File: config.mk
export PLATFORM = sky130hd
export DESIGN_NAME = htbd_out_queue_flat
export DESIGN_NICKNAME = d
export VERILOG_FILES = /design/src/hw/rtl/htbd_pkg.sv /design/src/hw/rtl/htbd_channels.sv /design/src/hw/rtl/htbd_out_queue.sv /design/src/flat_wrapper.sv
export SDC_FILE = /design/constraint.sdc
export NUM_CORES = 1
export LEC_CHECK = 0
export ABC_AREA = 1
export BUFFER_PORTS_ARGS = -buffer_cell sky130_fd_sc_hd__buf_2
export CAP_MARGIN = 20
export CORE_MARGIN = 2
export CORE_UTILIZATION = 57
export CTS_BUF_LIST = sky130_fd_sc_hd__clkbuf_16
export DETAILED_ROUTE_END_ITERATION = 12
export HOLD_SLACK_MARGIN = 0.1
export MAX_ROUTING_LAYER = met4
export PLACE_DENSITY = 0.78
export SLEW_MARGIN = 20
export SYNTH_ARGS = -nofsm -noshare
export SYNTH_HDL_FRONTEND = slang
export SYNTH_SLANG_ARGS = --single-unit
File: constraint.sdc
create_clock -name clk -period 2.2 [get_ports clk]
set_input_delay 0.44 -clock clk [delete_from_list [all_inputs] [get_ports clk]]
set_output_delay 0.44 -clock clk [all_outputs]
set_load 0.02 [all_outputs]
File: src/hw/rtl/htbd_pkg.sv
// Shared types and constants of the Huffman tree bit decoder.
// Holds the tree phase enum and the result payload type.
// No dependencies; compiled before every other file of the block.
`timescale 1ns / 1ps
`default_nettype none

package htbd_pkg;

    // bits of a leaf symbol and width of the symbol bit counter
    localparam int SYM_BITS = 8;
    localparam int SYM_CNT_W = 3;

    // byte count and length register width
    localparam int LEN_W = 48;

    // entries of the output queue
    localparam int OQ_DEPTH = 3;
    localparam int OQ_PTR_W = 2;

    // tree loading and decoding phases
    typedef enum logic [4:0] {
        PH_FLAG   = 5'b00001,
        PH_SYMBOL = 5'b00010,
        PH_DECODE = 5'b00100,
        PH_DONE   = 5'b01000,
        PH_ERROR  = 5'b10000
    } phase_t;

    // one result item
    typedef struct packed {
        logic [SYM_BITS-1:0] out_byte;
        logic                last_byte;
        logic                tree_error;
    } result_t;

    // result handed from the decode pipe to the output queue
    typedef struct packed {
        logic    valid;
        result_t result;
    } push_t;

endpackage

`default_nettype wire

File: src/hw/rtl/htbd_channels.sv
// Valid/ready channel interfaces of the Huffman tree bit decoder.
// htbd_code_if carries coded bits in, htbd_sym_if carries decoded bytes out.
// Depends on nothing; compiled after htbd_pkg.
`timescale 1ns / 1ps
`default_nettype none


interface htbd_sym_if;
    logic       valid;
    logic       ready;
    logic [7:0] out_byte;
    logic       last_byte;
    logic       tree_error;

    modport source (output valid, output out_byte, output last_byte, output tree_error,
                    input ready);
    modport sink (input valid, input out_byte, input last_byte, input tree_error,
                  output ready);
endinterface

`default_nettype wire

File: src/hw/rtl/htbd_out_queue.sv
// Three-entry result queue that decouples the decode pipe from the receiver.
// Uses htbd_pkg::push_t and htbd_pkg::result_t, drives an htbd_sym_if source.
// Reports its fill level so the top level can throttle input transfers.
`timescale 1ns / 1ps
`default_nettype none

module htbd_out_queue (
    input  wire logic                          clk,
    input  wire logic                          rst_n,
    input  wire htbd_pkg::push_t               push,
    output logic [htbd_pkg::OQ_PTR_W-1:0]      fill,
    htbd_sym_if.source                         sym_ch
);

    htbd_pkg::result_t                 entry_reg [0:htbd_pkg::OQ_DEPTH-1];
    logic [htbd_pkg::OQ_PTR_W-1:0]     wr_ptr_reg;
    logic [htbd_pkg::OQ_PTR_W-1:0]     wr_ptr_next;
    logic [htbd_pkg::OQ_PTR_W-1:0]     rd_ptr_reg;
    logic [htbd_pkg::OQ_PTR_W-1:0]     rd_ptr_next;
    logic [htbd_pkg::OQ_PTR_W-1:0]     count_reg;
    logic [htbd_pkg::OQ_PTR_W-1:0]     count_next;
    logic                              pop;
    htbd_pkg::result_t                 head;

    localparam logic [htbd_pkg::OQ_PTR_W-1:0] LAST_SLOT =
        htbd_pkg::OQ_PTR_W'(htbd_pkg::OQ_DEPTH - 1);

    // head of queue toward the receiver
    assign head              = entry_reg[rd_ptr_reg];
    assign sym_ch.valid      = (count_reg != '0);
    assign sym_ch.out_byte   = head.out_byte;
    assign sym_ch.last_byte  = head.last_byte;
    assign sym_ch.tree_error = head.tree_error;
    assign pop               = sym_ch.valid && sym_ch.ready;
    assign fill              = count_reg;

    // pointer and count update
    always_comb
    begin
        wr_ptr_next = wr_ptr_reg;
        rd_ptr_next = rd_ptr_reg;
        count_next  = count_reg;
        if (push.valid)
        begin
            wr_ptr_next = (wr_ptr_reg == LAST_SLOT) ? '0 : wr_ptr_reg + 1'b1;
        end
        if (pop)
        begin
            rd_ptr_next = (rd_ptr_reg == LAST_SLOT) ? '0 : rd_ptr_reg + 1'b1;
        end
        if (push.valid && !pop)
        begin
            count_next = count_reg + 1'b1;
        end
        else if (pop && !push.valid)
        begin
            count_next = count_reg - 1'b1;
        end
    end

    // control registers
    always_ff @(posedge clk or negedge rst_n)
    begin
        if (!rst_n)
        begin
            wr_ptr_reg <= '0;
            rd_ptr_reg <= '0;
            count_reg  <= '0;
        end
        else
        begin
            wr_ptr_reg <= wr_ptr_next;
            rd_ptr_reg <= rd_ptr_next;
            count_reg  <= count_next;
        end
    end

    // payload slots
    always_ff @(posedge clk)
    begin
        if (push.valid)
        begin
            entry_reg[wr_ptr_reg] <= push.result;
        end
    end

endmodule

`default_nettype wire

File: src/flat_wrapper.sv
// flat-port wrapper written by rule: the top's interface ports become plain ports
module htbd_out_queue_flat 
  (clk, rst_n, push, fill, sym_ch_valid, sym_ch_out_byte, sym_ch_last_byte, sym_ch_tree_error, sym_ch_ready);
  htbd_sym_if sym_ch_i ();
  input  wire logic clk;
  input  wire logic rst_n;
  input  wire htbd_pkg::push_t push;
  output logic [htbd_pkg::OQ_PTR_W-1:0] fill;
  output wire logic [$bits(sym_ch_i.valid)-1:0] sym_ch_valid;
  output wire logic [$bits(sym_ch_i.out_byte)-1:0] sym_ch_out_byte;
  output wire logic [$bits(sym_ch_i.last_byte)-1:0] sym_ch_last_byte;
  output wire logic [$bits(sym_ch_i.tree_error)-1:0] sym_ch_tree_error;
  input wire logic [$bits(sym_ch_i.ready)-1:0] sym_ch_ready;
  assign sym_ch_valid = sym_ch_i.valid;
  assign sym_ch_out_byte = sym_ch_i.out_byte;
  assign sym_ch_last_byte = sym_ch_i.last_byte;
  assign sym_ch_tree_error = sym_ch_i.tree_error;
  assign sym_ch_i.ready = sym_ch_ready;
  htbd_out_queue u_core (.clk(clk), .rst_n(rst_n), .push(push), .fill(fill), .sym_ch(sym_ch_i));
endmodule
==> metrics.csv <==
metric,value,unit
min Tclk post-route,2020,ps
final hold vios,0,
Unique masters post-synth,16,
crit path max fanout,13,
met2 Track Usage GR,31.5,%
MaxCap Viol Count,0,
Reg2Reg Setup Slack,840,ps
total core area,2280,µm²
Crit path required time,1760,ps
DR DRC count,0,
grt met1 use,21.3,%
R2R cell count,8,
Crit Path Class,register to output pin,
Detail Placement HPWL,1.59,mm
clk slew on worst S/H paths,50,ps
worst min-delay path category,input pin to register,
gpl congestion,0.736,
Synth Register Bits,36,
critical path launch point,u_core.rd_ptr_reg[1],
Seq pwr share,39.9,%
syn_area_per_cell,12.5,µm²
largest net degree at the start of global routing,14,
CP endpoint,sym_ch_out_byte[1],
Setup Skew,1.67,ps
DRT Wirelength,2.31,mm
met3 Use GR,8.06,%
max FFs per register,30,
share of post-route cells with drive strength above 1,26.2,%
post-route clock period utilization,92.0,%
vias per cell,5.14,
Via Count,889,
first-pass GRT wire length,3.59,mm
most frequent cells in the layout,"nand2_1, edfxtp_1, buf_2",
TritonRoute pass-1 iters,4,
CTS tree,done,
Max Freq,494,MHz
"Arr. time, crit path",1580,ps
Post-Synth Simple-Gate Area,18.8,%
combinational share of power,34.2,%
PwrDens,1450,nW/µm²
Synth Area in Compound Gates,0.713,%
post-synthesis xor/xnor area fraction,0.624,%
"Cell Area, Synth",1400,µm²
post-CTS setup buffers,0,
Ys Warns,0,
width of the die,53.6,µm
row count,17,
Clk network pwr share,25.9,%
Worst Setup Start Kind,register,
initial core utilization,61.7,%
gr busiest metal,met2,
area grow syn2layout,22.0,%
gr ovfl total,0,
Slew HR,64.3,%
TritonCTS buffer count,5,
Worst IR Drop VDD,1290,µV
antenna cells,0,
Pwr Total,2.49,mW
Worst R2R End,u_core.fill[1],
Fin Setup TNS,0,ps
vias in the first global route,830,
H-tree depth,2,
"Seq/Total Area, Yosys",74.9,%
DR iter-0 viols,18,
clock sinks,36,
Die Ht,53.6,µm
Cells after Synth,112,
adder-cell share of the synthesized area,0.891,%
leak pwr,0.739,nW
Layout Nets,159,
Switching Fraction,36.6,%
initial antenna violation count,0,
internal power,1.58,mW
Tot GR Track Use,19.6,%
worst slew pin tran,535,ps
Net Switching,912,µW
mux contribution to synthesized area,0,%
Synthesized Nets,127,
Setup Viol. Count Final,0,
status,"finished, final reports clean",
die area,2880,µm²
clk_lat worst skew,270,ps
Clock Tree Root,clkbuf_16,
Max Slew Vio Count,0,
Port Buffers,26,
IO Count,27,
CTS Buffer Depth,2,
reg-to-reg critical path startpoint,u_core.fill[0],
"antenna viol nets, final",0,
RSZ-0062 raised after global routing,false,
"commonest non-fill, non-tap cell in the layout",nand2_1,
Worst Setup End Kind,output pin,
largest family of logic cells by synthesized area,simple AND/OR/NAND/NOR gates,
wire length per cell,13.3,µm
Fill cells,153,
## power by group through the flow
stage               registers, mW  clock network, mW  logic (mW)
floorplan                   0.980                  0       0.620
global placement            0.987                  0       0.831
detailed placement          0.995                  0       0.847
CTS                         0.983              0.658       0.858
global route                 1.01              0.684       0.943
finish                      0.993              0.645       0.852
## critical path, cell delays in order, from the launching register on
cell and delay, ps:
dfrtp_1 570, nor2_4 350, nand2_1 100, nand3_1 120
buf_2 170
## synth_stat cells (all sizes together)
| cell | instances | area [µm²] |
|---|---|---|
| o21ai | 2 | 10.0 |
| nand4 | 1 | 6.26 |
| nand3 | 15 | 85.1 |
| nand2 | 41 | 156 |
| inv | 9 | 33.8 |
| nor2 | 3 | 16.3 |
| dfrtp | 6 | 150 |
| ha | 1 | 12.5 |
| edfxtp | 30 | 901 |
| buf | 3 | 23.8 |
| xnor2 | 1 | 8.76 |
## worst min-delay path by stage
stage                              to  startpoint  depth (start not counted)
2_1_floorplan          u_core.fill[0]       rst_n                          0
3_3_place_gp     u_core.wr_ptr_reg[1]       rst_n                          1
3_5_place_dp     u_core.wr_ptr_reg[1]       rst_n                          1
4_1_cts        u_core.entry_reg[0][0]     push[0]                          1
5_1_grt        u_core.entry_reg[2][8]     push[8]                          1
6_report       u_core.entry_reg[1][8]     push[8]                          1
## repair_timing
| item | CTS | global route |
|---|---|---|
| hold buffers | 1 | 0 |
| setup endpoints to repair | 0 | 9 |
| resized for setup | 0 | 2 |
| endpoints found under the hold margin | 6 | 0 |
## final cells by class
cell class / count / area, µm² / share of cell area [%]
clock inverter: 3 / 15.0 / 0.877
tap: 28 / 35.0 / 2.05
clock buffer: 5 / 125 / 7.30
inverter: 9 / 33.8 / 1.97
multi-input combinational: 64 / 305 / 17.8
sequential: 36 / 1050 / 61.4
timing repair buffer: 28 / 148 / 8.62
## cells by family (layout without fill, tap and decap cells)
logic type,count (synthesis),count (layout)
flops,36,36
simple gates,60,60
buf+inv,12,45
fa+ha+maj,1,1
compound gates,2,2
xor+xnor,1,1
## per-layer routing
layer  vias up  part of all wire [%]  routed length (µm)
li1        444                     -                   -
met1       418                    41                 935
met2        23                    53                1230
met3         4                   4.9                 114
met4         0                   1.3                  31
met5         -                     0                   0
## through the flow
stage          instance area, µm²  utilization, %  hold slack, ps  std cells  setup WS (ps)
2_1_floorplan                1400               -             144        112            723
3_3_place_gp                 1550            68.2             269        164            389
3_5_place_dp                 1550            68.2             276        164            360
4_1_cts                      1700            74.8             362        173           53.2
5_1_grt                      1710            75.3             360        173            115
6_report                     1710            75.3             368        173            177
(Power assumes the default switching activity.)
